$ cat config.mk
export PLATFORM = sky130hd
export DESIGN_NAME = pid_with_windup_and_pwm_clamp_core
export DESIGN_NICKNAME = d
export VERILOG_FILES = /design/src/pidw_pkg.sv /design/src/pidw_mul.sv /design/src/pidw_div.sv /design/src/pid_with_windup_and_pwm_clamp_core.sv
export SDC_FILE = /design/constraint.sdc
export NUM_CORES = 2
export LEC_CHECK = 0
export BUFFER_PORTS_ARGS = -buffer_cell sky130_fd_sc_hd__buf_2
export CAP_MARGIN = 10
export CORE_MARGIN = 2
export CORE_UTILIZATION = 40
export DETAILED_ROUTE_END_ITERATION = 8
export GPL_TIMING_DRIVEN = 0
export PLACE_DENSITY_LB_ADDON = 0.1
export SLEW_MARGIN = 20
export SYNTH_ARGS = -nofsm -noshare
export SYNTH_HDL_FRONTEND = slang
export SYNTH_SLANG_ARGS = --single-unit
export TNS_END_PERCENT = 30
$ cat constraint.sdc
create_clock -name i_clk -period 6.8 [get_ports i_clk]
set_input_delay 0.68 -clock i_clk [delete_from_list [all_inputs] [get_ports i_clk]]
set_output_delay 0.68 -clock i_clk [all_outputs]
set_load 0.005 [all_outputs]
$ cat src/pidw_pkg.sv
// ============================================================================
// pidw_pkg
// Shared widths, constants, register codes and status types of the PID core.
// ============================================================================
package pidw_pkg;

    localparam int ERR_W     = 32;   // error, integral, derivative, control
    localparam int DT_W      = 32;   // time step, Q8.24
    localparam int GAIN_W    = 48;   // Q8.40 gains
    localparam int LIM_W     = 15;   // windup limit in whole units
    localparam int PWM_W     = 28;   // Q12.16 PWM level
    localparam int FLAG_W    = 2;
    localparam int FRAC_W    = 16;   // fraction bits of Q16.16
    localparam int ACC_W     = 42;   // term sums and the unclamped integral

    localparam int ADDR_W    = 5;
    localparam int DATA_W    = 64;

    // serial multiplier: one multiplier bit per cycle
    localparam int MUL_STEPS = ERR_W;
    localparam int MUL_P_W   = GAIN_W + 1;
    localparam int MUL_LO_W  = 8;    // product bits 31..24, kept for the Q24 shift

    // serial divider: (diff << 24) / dt, one quotient bit per cycle
    localparam int DIV_SHIFT = 24;
    localparam int DIV_BITS  = ERR_W + 1 + DIV_SHIFT;

    localparam logic [PWM_W-1:0] PWM_MIN = 28'd127795200;  // 1950.0
    localparam logic [PWM_W-1:0] PWM_MAX = 28'd147456000;  // 2250.0

    localparam logic signed [ERR_W-1:0] I32_MAX = 32'sh7FFF_FFFF;
    localparam logic signed [ERR_W-1:0] I32_MIN = 32'sh8000_0000;

    localparam logic [FLAG_W-1:0] FLAG_NONE = 2'd0;
    localparam logic [FLAG_W-1:0] FLAG_LOW  = 2'd1;
    localparam logic [FLAG_W-1:0] FLAG_HIGH = 2'd2;

    localparam logic [1:0] REG_PROP_GAIN  = 2'd0;
    localparam logic [1:0] REG_INTEG_GAIN = 2'd1;
    localparam logic [1:0] REG_DERIV_GAIN = 2'd2;
    localparam logic [1:0] REG_WINDUP     = 2'd3;

    localparam logic signed [GAIN_W-1:0] PROP_GAIN_RST  = 48'sd25288767439;
    localparam logic signed [GAIN_W-1:0] INTEG_GAIN_RST = 48'sd4398046511;
    localparam logic signed [GAIN_W-1:0] DERIV_GAIN_RST = 48'sd219902;
    localparam logic [LIM_W-1:0]         WINDUP_RST     = 15'd200;

    typedef struct packed {
        logic busy;
        logic done;
    } t_unit_stat;

endpackage

$ cat src/pidw_mul.sv
// ============================================================================
// pidw_mul
// Bit-serial signed multiplier: 48-bit multiplicand by 32-bit multiplier.
// ============================================================================
module pidw_mul import pidw_pkg::*; (
    input  logic                       i_clk,
    input  logic                       i_rst_n,
    input  logic                       i_start,
    input  logic signed [GAIN_W-1:0]   i_mcand,
    input  logic signed [ERR_W-1:0]    i_mplier,
    output t_unit_stat                 o_stat,
    output logic signed [MUL_P_W-1:0]  o_prod_hi,  // product bits 80..32
    output logic [MUL_LO_W-1:0]        o_prod_lo   // product bits 31..24
);

    localparam int CNT_W = $clog2(MUL_STEPS);

    logic                      r_busy, n_busy;
    logic                      r_done, n_done;
    logic [CNT_W-1:0]          r_cnt, n_cnt;
    logic signed [GAIN_W-1:0]  r_mcand, n_mcand;
    logic [ERR_W-1:0]          r_x, n_x;
    logic signed [MUL_P_W-1:0] r_p, n_p;
    logic [MUL_LO_W-1:0]       r_lo, n_lo;

    logic signed [MUL_P_W:0]   v_g;
    logic signed [MUL_P_W:0]   v_add;
    logic signed [MUL_P_W:0]   v_sum;
    logic                      v_last;

    always_comb begin
        v_last = (r_cnt == CNT_W'(MUL_STEPS - 1));
        v_g    = (MUL_P_W + 1)'(r_mcand);
        // sign bit of the multiplier weighs -2^31: subtract on the last step
        if (!r_x[0]) begin
            v_add = '0;
        end else if (v_last) begin
            v_add = -v_g;
        end else begin
            v_add = v_g;
        end
        v_sum = (MUL_P_W + 1)'(r_p) + v_add;

        n_busy  = r_busy;
        n_done  = 1'b0;
        n_cnt   = r_cnt;
        n_mcand = r_mcand;
        n_x     = r_x;
        n_p     = r_p;
        n_lo    = r_lo;
        if (i_start && !r_busy) begin
            n_busy  = 1'b1;
            n_cnt   = '0;
            n_mcand = i_mcand;
            n_x     = i_mplier;
            n_p     = '0;
        end else if (r_busy) begin
            // shift right one place, catch the dropped bit
            n_p   = v_sum[MUL_P_W:1];
            n_lo  = {v_sum[0], r_lo[MUL_LO_W-1:1]};
            n_x   = {1'b0, r_x[ERR_W-1:1]};
            n_cnt = r_cnt + 1'b1;
            if (v_last) begin
                n_busy = 1'b0;
                n_done = 1'b1;
            end
        end
    end

    always_ff @(posedge i_clk) begin
        if (!i_rst_n) begin
            r_busy <= 1'b0;
            r_done <= 1'b0;
            r_cnt  <= '0;
        end else begin
            r_busy <= n_busy;
            r_done <= n_done;
            r_cnt  <= n_cnt;
        end
        r_mcand <= n_mcand;
        r_x     <= n_x;
        r_p     <= n_p;
        r_lo    <= n_lo;
    end

    assign o_stat.busy = r_busy;
    assign o_stat.done = r_done;
    assign o_prod_hi   = r_p;
    assign o_prod_lo   = r_lo;

endmodule

$ cat src/pidw_div.sv
// ============================================================================
// pidw_div
// Bit-serial restoring divider for the derivative, saturated to 32 bits.
// ============================================================================
module pidw_div import pidw_pkg::*; (
    input  logic                     i_clk,
    input  logic                     i_rst_n,
    input  logic                     i_start,
    input  logic [ERR_W:0]           i_mag,   // |error difference|
    input  logic                     i_neg,
    input  logic [DT_W-1:0]          i_dt,
    output t_unit_stat               o_stat,
    output logic signed [ERR_W-1:0]  o_quot
);

    localparam int CNT_W = $clog2(DIV_BITS);

    logic                r_busy, n_busy;
    logic                r_done, n_done;
    logic [CNT_W-1:0]    r_cnt, n_cnt;
    logic [DT_W-1:0]     r_rem, n_rem;
    logic [DIV_BITS-1:0] r_quo, n_quo;
    logic [DT_W-1:0]     r_dt, n_dt;
    logic                r_neg, n_neg;

    logic [DT_W:0]       v_trial;
    logic [DT_W+1:0]     v_diff;
    logic                v_ge;
    logic                v_pos_ovf;
    logic                v_neg_ovf;

    always_comb begin
        v_trial = {r_rem, r_quo[DIV_BITS-1]};
        v_diff  = {1'b0, v_trial} - {2'b00, r_dt};
        v_ge    = !v_diff[DT_W+1];

        n_busy = r_busy;
        n_done = 1'b0;
        n_cnt  = r_cnt;
        n_rem  = r_rem;
        n_quo  = r_quo;
        n_dt   = r_dt;
        n_neg  = r_neg;
        if (i_start && !r_busy) begin
            n_busy = 1'b1;
            n_cnt  = '0;
            n_rem  = '0;
            n_quo  = {i_mag, {DIV_SHIFT{1'b0}}};
            n_dt   = i_dt;
            n_neg  = i_neg;
        end else if (r_busy) begin
            // dividend bits leave at the top, quotient bits enter at the bottom
            n_rem = v_ge ? v_diff[DT_W-1:0] : v_trial[DT_W-1:0];
            n_quo = {r_quo[DIV_BITS-2:0], v_ge};
            n_cnt = r_cnt + 1'b1;
            if (r_cnt == CNT_W'(DIV_BITS - 1)) begin
                n_busy = 1'b0;
                n_done = 1'b1;
            end
        end
    end

    always_ff @(posedge i_clk) begin
        if (!i_rst_n) begin
            r_busy <= 1'b0;
            r_done <= 1'b0;
            r_cnt  <= '0;
        end else begin
            r_busy <= n_busy;
            r_done <= n_done;
            r_cnt  <= n_cnt;
        end
        r_rem <= n_rem;
        r_quo <= n_quo;
        r_dt  <= n_dt;
        r_neg <= n_neg;
    end

    // negative side reaches one step further than the positive side
    assign v_pos_ovf = |r_quo[DIV_BITS-1:ERR_W-1];
    assign v_neg_ovf = (|r_quo[DIV_BITS-1:ERR_W])
                       || (r_quo[ERR_W-1] && (|r_quo[ERR_W-2:0]));

    always_comb begin
        if (r_neg) begin
            o_quot = v_neg_ovf ? I32_MIN : -$signed(r_quo[ERR_W-1:0]);
        end else begin
            o_quot = v_pos_ovf ? I32_MAX : $signed(r_quo[ERR_W-1:0]);
        end
    end

    assign o_stat.busy = r_busy;
    assign o_stat.done = r_done;

endmodule

$ cat src/pid_with_windup_and_pwm_clamp_core.sv
// ============================================================================
// pid_with_windup_and_pwm_clamp_core
// PID step with integral windup clamp and a clamped PWM level accumulator.
// ============================================================================
// One word in (error Q16.16, time step Q8.24) gives one word out (control
// Q16.16, PWM level Q12.16, windup flag). The block works on one word at a
// time: a word makes four passes through the single bit-serial multiplier
// (error*dt, then the proportional, integral and derivative products), each
// started from a launch state and retired from a wait state, and then goes
// through a saturation state and a PWM update state before the next word can
// be accepted. The serial divider for the derivative runs beside the first
// two passes. A finished word sits in the output register, so the
// next input word is accepted while it waits; a new result is held back only
// until that register is taken. Gains and the windup limit sit on an APB
// port at byte addresses 0, 8, 16 and 24 and must be written while idle.
module pid_with_windup_and_pwm_clamp_core import pidw_pkg::*; (
    input  logic              i_clk,
    input  logic              i_rst_n,
    input  logic              i_s_axis_tvalid,
    output logic              o_s_axis_tready,
    input  logic [63:0]       i_s_axis_tdata,   // error_in[31:0], step_time[63:32]
    output logic              o_m_axis_tvalid,
    input  logic              i_m_axis_tready,
    output logic [63:0]       o_m_axis_tdata,   // control_out[31:0], pwm_level[59:32]
    output logic [FLAG_W-1:0] o_m_axis_tuser,   // windup_flag[1:0]
    input  logic              psel,
    input  logic              penable,
    input  logic              pwrite,
    input  logic [ADDR_W-1:0] paddr,
    input  logic [DATA_W-1:0] pwdata,
    output logic [DATA_W-1:0] prdata,
    output logic              pready
);

    localparam logic [2:0] S_IDLE   = 3'd0;
    localparam logic [2:0] S_LAUNCH = 3'd1;
    localparam logic [2:0] S_WAIT   = 3'd2;
    localparam logic [2:0] S_SAT    = 3'd3;
    localparam logic [2:0] S_FIN    = 3'd4;

    localparam logic [1:0] PH_INTEG = 2'd0;
    localparam logic [1:0] PH_PROP  = 2'd1;
    localparam logic [1:0] PH_IGAIN = 2'd2;
    localparam logic [1:0] PH_DGAIN = 2'd3;

    localparam int PWM_SUM_W = ERR_W + 2;

    // configuration
    logic signed [GAIN_W-1:0] r_prop_gain, n_prop_gain;
    logic signed [GAIN_W-1:0] r_integ_gain, n_integ_gain;
    logic signed [GAIN_W-1:0] r_deriv_gain, n_deriv_gain;
    logic [LIM_W-1:0]         r_windup, n_windup;

    // controller state
    logic signed [ERR_W-1:0]  r_integ_acc, n_integ_acc;
    logic signed [ERR_W-1:0]  r_last_err, n_last_err;
    logic [PWM_W-1:0]         r_pwm_acc, n_pwm_acc;

    // work registers
    logic [2:0]               r_state, n_state;
    logic [1:0]               r_phase, n_phase;
    logic signed [ERR_W-1:0]  r_err, n_err;
    logic [DT_W-1:0]          r_dt, n_dt;
    logic signed [ERR_W-1:0]  r_deriv, n_deriv;
    logic signed [ACC_W-1:0]  r_sum, n_sum;
    logic signed [ERR_W-1:0]  r_ctl, n_ctl;
    logic [FLAG_W-1:0]        r_flag, n_flag;

    // output word
    logic                     r_out_vld, n_out_vld;
    logic signed [ERR_W-1:0]  r_out_ctl, n_out_ctl;
    logic [PWM_W-1:0]         r_out_pwm, n_out_pwm;
    logic [FLAG_W-1:0]        r_out_flag, n_out_flag;

    // units
    t_unit_stat               mul_stat, div_stat;
    logic                     mul_start, div_start;
    logic signed [GAIN_W-1:0] mul_mcand;
    logic signed [ERR_W-1:0]  mul_mplier;
    logic signed [MUL_P_W-1:0] mul_hi;
    logic [MUL_LO_W-1:0]      mul_lo;
    logic signed [ERR_W-1:0]  div_quot;

    logic                     cfg_wr;
    logic [1:0]               cfg_idx;
    logic                     in_acc;
    logic [ERR_W:0]           v_diff;
    logic                     v_diff_neg;
    logic [ERR_W:0]           v_diff_mag;
    logic signed [ACC_W-1:0]  v_term;
    logic signed [ACC_W-1:0]  v_isum;
    logic signed [ACC_W-1:0]  v_lim;
    logic signed [PWM_SUM_W-1:0] v_pwm;

    assign cfg_wr  = psel && penable && pwrite && pready;
    assign cfg_idx = paddr[ADDR_W-1:3];
    assign pready  = 1'b1;

    always_comb begin
        unique case (cfg_idx)
            REG_PROP_GAIN:  prdata = DATA_W'(unsigned'(r_prop_gain));
            REG_INTEG_GAIN: prdata = DATA_W'(unsigned'(r_integ_gain));
            REG_DERIV_GAIN: prdata = DATA_W'(unsigned'(r_deriv_gain));
            REG_WINDUP:     prdata = DATA_W'(r_windup);
        endcase
    end

    assign in_acc          = i_s_axis_tvalid && o_s_axis_tready;
    assign o_s_axis_tready = (r_state == S_IDLE);

    // derivative operands: sign and magnitude of error - last error
    assign v_diff     = {r_err[ERR_W-1], r_err} - {r_last_err[ERR_W-1], r_last_err};
    assign v_diff_neg = v_diff[ERR_W];
    assign v_diff_mag = v_diff_neg ? -v_diff : v_diff;

    assign div_start = (r_state == S_LAUNCH) && (r_phase == PH_INTEG);
    assign mul_start = (r_state == S_LAUNCH) && !mul_stat.busy
                       && !((r_phase == PH_DGAIN) && div_stat.busy);

    always_comb begin
        unique case (r_phase)
            PH_INTEG: begin
                mul_mcand  = signed'(GAIN_W'(r_dt));
                mul_mplier = r_err;
            end
            PH_PROP: begin
                mul_mcand  = r_prop_gain;
                mul_mplier = r_err;
            end
            PH_IGAIN: begin
                mul_mcand  = r_integ_gain;
                mul_mplier = r_integ_acc;
            end
            PH_DGAIN: begin
                mul_mcand  = r_deriv_gain;
                mul_mplier = r_deriv;
            end
        endcase
    end

    pidw_mul u_mul (
        .i_clk     (i_clk),
        .i_rst_n   (i_rst_n),
        .i_start   (mul_start),
        .i_mcand   (mul_mcand),
        .i_mplier  (mul_mplier),
        .o_stat    (mul_stat),
        .o_prod_hi (mul_hi),
        .o_prod_lo (mul_lo)
    );

    pidw_div u_div (
        .i_clk   (i_clk),
        .i_rst_n (i_rst_n),
        .i_start (div_start),
        .i_mag   (v_diff_mag),
        .i_neg   (v_diff_neg),
        .i_dt    (r_dt),
        .o_stat  (div_stat),
        .o_quot  (div_quot)
    );

    // floor(gain * x / 2^40) is the high product part shifted down by eight
    assign v_term = ACC_W'(signed'(mul_hi[MUL_P_W-1:8]));
    // integral step: floor(err * dt / 2^24), then add to the accumulator
    assign v_isum = ACC_W'(signed'({mul_hi, mul_lo})) + ACC_W'(r_integ_acc);
    assign v_lim  = signed'({{(ACC_W-LIM_W-FRAC_W){1'b0}}, r_windup, {FRAC_W{1'b0}}});
    assign v_pwm  = signed'(PWM_SUM_W'(r_pwm_acc)) + PWM_SUM_W'(r_ctl);

    always_comb begin
        n_prop_gain  = r_prop_gain;
        n_integ_gain = r_integ_gain;
        n_deriv_gain = r_deriv_gain;
        n_windup     = r_windup;
        n_integ_acc  = r_integ_acc;
        n_last_err   = r_last_err;
        n_pwm_acc    = r_pwm_acc;
        n_state      = r_state;
        n_phase      = r_phase;
        n_err        = r_err;
        n_dt         = r_dt;
        n_deriv      = r_deriv;
        n_sum        = r_sum;
        n_ctl        = r_ctl;
        n_flag       = r_flag;
        n_out_vld    = r_out_vld && !i_m_axis_tready;
        n_out_ctl    = r_out_ctl;
        n_out_pwm    = r_out_pwm;
        n_out_flag   = r_out_flag;

        if (cfg_wr) begin
            unique case (cfg_idx)
                REG_PROP_GAIN:  n_prop_gain  = signed'(pwdata[GAIN_W-1:0]);
                REG_INTEG_GAIN: n_integ_gain = signed'(pwdata[GAIN_W-1:0]);
                REG_DERIV_GAIN: n_deriv_gain = signed'(pwdata[GAIN_W-1:0]);
                REG_WINDUP:     n_windup     = pwdata[LIM_W-1:0];
            endcase
        end

        if (div_stat.done) begin
            n_deriv = (r_dt == '0) ? '0 : div_quot;
        end

        unique case (r_state)
            S_IDLE: begin
                if (in_acc) begin
                    n_err   = signed'(i_s_axis_tdata[ERR_W-1:0]);
                    n_dt    = i_s_axis_tdata[ERR_W +: DT_W];
                    n_phase = PH_INTEG;
                    n_sum   = '0;
                    n_state = S_LAUNCH;
                end
            end
            S_LAUNCH: begin
                if (mul_start) begin
                    n_state = S_WAIT;
                end
            end
            S_WAIT: begin
                if (mul_stat.done) begin
                    n_phase = r_phase + 1'b1;
                    n_state = S_LAUNCH;
                    unique case (r_phase)
                        PH_INTEG: begin
                            priority if (v_isum < -v_lim) begin
                                n_integ_acc = ERR_W'(-v_lim);
                                n_flag      = FLAG_LOW;
                            end else if (v_isum > v_lim) begin
                                n_integ_acc = ERR_W'(v_lim);
                                n_flag      = FLAG_HIGH;
                            end else begin
                                n_integ_acc = ERR_W'(v_isum);
                                n_flag      = FLAG_NONE;
                            end
                        end
                        PH_PROP, PH_IGAIN: begin
                            n_sum = r_sum + v_term;
                        end
                        PH_DGAIN: begin
                            n_sum   = r_sum + v_term;
                            n_state = S_SAT;
                        end
                    endcase
                end
            end
            S_SAT: begin
                priority if (r_sum > ACC_W'(I32_MAX)) begin
                    n_ctl = I32_MAX;
                end else if (r_sum < ACC_W'(I32_MIN)) begin
                    n_ctl = I32_MIN;
                end else begin
                    n_ctl = ERR_W'(r_sum);
                end
                n_state = S_FIN;
            end
            S_FIN: begin
                // hold until the output register is free
                if (!r_out_vld || i_m_axis_tready) begin
                    priority if (v_pwm > signed'(PWM_SUM_W'(PWM_MAX))) begin
                        n_pwm_acc = PWM_MAX;
                    end else if (v_pwm < signed'(PWM_SUM_W'(PWM_MIN))) begin
                        n_pwm_acc = PWM_MIN;
                    end else begin
                        n_pwm_acc = PWM_W'(v_pwm);
                    end
                    n_out_pwm  = n_pwm_acc;
                    n_out_ctl  = r_ctl;
                    n_out_flag = r_flag;
                    n_out_vld  = 1'b1;
                    n_last_err = r_err;
                    n_state    = S_IDLE;
                end
            end
            default: begin
                n_state = S_IDLE;
            end
        endcase
    end

    always_ff @(posedge i_clk) begin
        if (!i_rst_n) begin
            r_prop_gain  <= PROP_GAIN_RST;
            r_integ_gain <= INTEG_GAIN_RST;
            r_deriv_gain <= DERIV_GAIN_RST;
            r_windup     <= WINDUP_RST;
            r_integ_acc  <= '0;
            r_last_err   <= '0;
            r_pwm_acc    <= PWM_MIN;
            r_state      <= S_IDLE;
            r_phase      <= PH_INTEG;
            r_out_vld    <= 1'b0;
        end else begin
            r_prop_gain  <= n_prop_gain;
            r_integ_gain <= n_integ_gain;
            r_deriv_gain <= n_deriv_gain;
            r_windup     <= n_windup;
            r_integ_acc  <= n_integ_acc;
            r_last_err   <= n_last_err;
            r_pwm_acc    <= n_pwm_acc;
            r_state      <= n_state;
            r_phase      <= n_phase;
            r_out_vld    <= n_out_vld;
        end
        r_err      <= n_err;
        r_dt       <= n_dt;
        r_deriv    <= n_deriv;
        r_sum      <= n_sum;
        r_ctl      <= n_ctl;
        r_flag     <= n_flag;
        r_out_ctl  <= n_out_ctl;
        r_out_pwm  <= n_out_pwm;
        r_out_flag <= n_out_flag;
    end

    assign o_m_axis_tvalid = r_out_vld;
    assign o_m_axis_tdata  = {{(64 - ERR_W - PWM_W){1'b0}}, r_out_pwm, r_out_ctl};
    assign o_m_axis_tuser  = r_out_flag;

endmodule

==> flow_summary_export.csv <==
group,metric,value,unit
logic_synthesis,synth_fa_ha_area_share,7.69,%
power_and_ir_drop,seqPwrFrac,36.2,%
timing,finalSetupTns,0,ns
floorplan,fp.dieW,344,um
global_routing,antenna_found_initial,9,
power_and_ir_drop,p_int,10.8,mW
worst_hold_path,hold_path_startpoint,"i_s_axis_tdata[22]",
layout,final_cell_mix,"822 x nand2_1, 396 x a21oi_1, 388 x edfxtp_1, 376 x dfxtp_1, 307 x o21ai_0",
routing,drtPass1Iterations,9,
setup_path,end_kind,"flop",
worst_hold_path,worstHoldPathType,"input pin to flop",
layout,stdcell_count,7133,
logic_synthesis,synth_compound_area_share,20.5,%
setup_path,r2r_slack,0.22,ns
floorplan,die_area,118000,um^2
logic_synthesis,synth_async_sr_flop_share,0,%
clocking,clk_latency,0.70,ns
power_and_ir_drop,p_clk_share,31.6,%
timing,hold_viol_final,0,
logic_synthesis,synthSimpleGateAreaFrac,17.6,%
layout,syn_to_final_growth,14.8,%
timing,fin_skew,0.0328,ns
global_routing,overflow,0,
run,drv_cap,0,
floorplan,die_h,344,um
logic_synthesis,syn_inst,5182,
logic_synthesis,yosys.area_share.xor_xnor,5.02,%
worst_hold_path,holdPathEnd,"r_err[22]$_DFFE_PP_",
place,gp_congestion,0.939,
floorplan,ios,273,
global_routing,grt_pass1_wl,240000,um
place,dp_cells,6962,
setup_path,cp-start-kind,"flop",
timing,maxSlewHeadroom,20.1,%
logic_synthesis,yosys_most_used_dff,"edfxtp_1",
global_routing,grt_max_degree,54,
logic_synthesis,seq_area_frac_synth,41.6,%
floorplan,initial_core_util,40.3,%
timing,max_freq,0.152,GHz
power_and_ir_drop,p_leak,21.0,nW
power_and_ir_drop,p_switching,5.97,mW
floorplan,core.rowCount,124,
power_and_ir_drop,powerDensity,316,nW/um^2
setup_path,arrival,7.20,ns
timing,rsz0062_at_grt,"yes",
routing,drc_errors,0,
routing,wire_per_inst,22.7,um
logic_synthesis,yosysUniqueCellTypes,92,
power_and_ir_drop,combPwrFrac,32.3,%
routing,via_per_inst,5.68,
routing,num_vias,40511,
clocking,clockBufferDepth,3,
layout,layout-drive-gt1-share,9.56,%
clocking,cts_made_buffers,90,
logic_synthesis,synth_top_area_cell,"edfxtp_1",
clocking,clk_transition_reported_paths,0.06,ns
setup_path,crit_required,7.41,ns
clocking,cts_root_buf,"clkbuf_16",
setup_path,r2r_end,"r_integ_acc[11]$_SDFFE_PN0P_",
power_and_ir_drop,peakVddDrop,0.193,mV
floorplan,core_area,115000,um^2
worst_hold_path,hold_path_depth,1,
timing,worst_pin_slew,1.20,ns
timing,period_needed,6.58,ns
layout,final_common_cell,"nand2_1",
logic_synthesis,yosysWarnings,0,
global_routing,grt_pass1_vias,38274,
clocking,htreeDepth,3,
logic_synthesis,synth_area_leaders,"edfxtp_1 25%, dfxtp_1 16%, ha_1 7.4%",
setup_path,cp_max_fo,10,
setup_path,r2r-start,"r_integ_acc[0]$_SDFFE_PN0P_",
power_and_ir_drop,switching_share,35.6,%
routing,route.final.wire_length,162000,um
timing,whs,0.159,ns
place,hpwl,127000,um
logic_synthesis,synth_mux_area_share,3.16,%
global_routing,groute.usage.overall,26.8,%
logic_synthesis,yosys.area.top_type_share,25.2,%
logic_synthesis,syn_area_per_cell,8.91,um^2
setup_path,crit_type,"flop to flop",
timing,fin_crit_sh,96.8,%
clocking,cts_tree,"done",
setup_path,rr_worst_depth,24,
logic_synthesis,synth_edf_count,388,
power_and_ir_drop,total_power,16.8,mW
run_status,status,"complete, no violations",
timing,finalMaxSlewViolations,0,
clocking,cts.sinks,765,
clocking,cts_setup_buffers,0,
routing,antenna_left,0,
logic_synthesis,synth_top_family_by_area,"compound AO/OA/AOI/OAI gates",
place,portBuffers,230,
logic_synthesis,netlist_area,46200,um^2
routing,drt-initial-drc-count,3474,
logic_synthesis,yosys_register_bits,765,
timing,setup_viol,0,
layout,nets,5963,
[synthesized netlist by cell type, types with 90 or more instances]
cell type,n
clkbuf_1,242
mux2i_1,110
inv_1,232
xor2_1,90
dfxtp_1,377
o21ai_0,309
nand2_1,824
nand3_1,139
nor2_1,305
a21o_1,163
a21oi_1,398
edfxtp_1,388
ha_1,272
a31oi_1,106
xnor2_1,172
[worst max-delay path, stage by stage, from the launching register on]
cell      delay, ns
dfxtp_1        0.47
ha_1           0.27
inv_1          0.07
fa_1           0.40
nor2b_1        0.21
o31ai_2        0.15
a2111o_1       0.40
nand3b_1       0.15
nand3_1        0.09
nand2_1        0.14
a31oi_1        0.14
xnor2_2        0.22
ha_1           0.31
nand4_1        0.10
or2_2          0.37
nor4_1         0.38
nand3_1        0.15
or4b_2         0.69
nor4_4         0.30
a41o_1         0.22
a21o_1         0.12
a21oi_1        0.23
clkbuf_2       0.38
or3_1          0.39
a21oi_1        0.13
[per-stage QoR]
step	cell area [um^2]	utilization, %	setup slack, ns
final	53000	46.3	0.216
after floorplan	46300	-	0.878
after detailed placement	49600	43.3	-0.505
after CTS	52900	46.2	0.00399
after global placement	49300	43.1	-0.529
after global routing	53000	46.3	-0.0456
[sequential cells by signal, indices dropped and copies added, names as in the netlist, 42 cells and up]
| name | flops |
|---|---|
| r_deriv_gain | 48 |
| u_mul.r_mcand | 48 |
| r_sum | 42 |
| r_integ_gain | 48 |
| u_mul.o_prod_hi | 49 |
| r_prop_gain | 48 |
| u_div.r_quo | 57 |
[kinds of logic (layout without fill, tap and decap cells)]
group / after synthesis / after routing
and+or+nand+nor: 1754 / 1754
AOI/OAI and AO/OA: 1463 / 1463
DFF: 765 / 765
buffers and inverters: 527 / 945
adders and majority gates: 281 / 281
xor gates and xnor gates: 263 / 263
muxes: 127 / 127
other: 2 / 23
[worst max path at each step]
stage | from | end | cells past startpoint
6_report | r_integ_acc[0]$_SDFFE_PN0P_ | r_integ_acc[11]$_SDFFE_PN0P_ | 24
5_1_grt | u_mul.r_mcand[3]$_DFFE_PP_ | u_mul.o_prod_hi[46]$_SDFFE_PP0P_ | 25
4_1_cts | u_mul.r_mcand[3]$_DFFE_PP_ | u_mul.o_prod_hi[45]$_SDFFE_PP0P_ | 23
3_5_place_dp | r_integ_acc[0]$_SDFFE_PN0P_ | r_integ_acc[11]$_SDFFE_PN0P_ | 22
3_3_place_gp | r_integ_acc[0]$_SDFFE_PN0P_ | r_integ_acc[14]$_SDFFE_PN0P_ | 22
2_1_floorplan | u_mul.r_mcand[3]$_DFFE_PP_ | u_mul.o_prod_hi[46]$_SDFFE_PP0P_ | 25
[power by group through the flow]
stage,clock (mW),combinational [mW],sequential (mW)
floorplan,0,3.99,5.84
global placement,0,5.22,6.16
detailed placement,0,5.30,6.15
CTS,5.39,5.33,6.05
global route,5.56,6.00,6.11
finish,5.29,5.41,6.06
[area by class of cell]
| class | count | area [um^2] |
|---|---|---|
| flip-flops and latches | 765 | 19200 |
| repair buffers | 252 | 1420 |
| diodes | 2 | 5.00 |
| plain buffers | 290 | 1190 |
| fillers | 11343 | 61500 |
| well taps | 1512 | 1890 |
| multi-input cells | 3909 | 25100 |
| clock buffers | 122 | 2610 |
| inverters | 237 | 890 |
| clock inverters | 44 | 647 |
[layer usage]
metal	global-route usage (%)	share of wire (%)	up-vias
li1	-	-	19568
met1	36.1	44	19419
met2	44.3	46	1276
met3	3.44	5.6	244
met4	9.45	3.6	4
met5	0	0.015	-
[repair_timing]
action,in CTS,in global routing
resized for setup,7,25
hold buffers,0,0
pin swaps,0,1
endpoints found under the setup margin,35,42
Note: power is estimated with default switching activity, not from simulation.
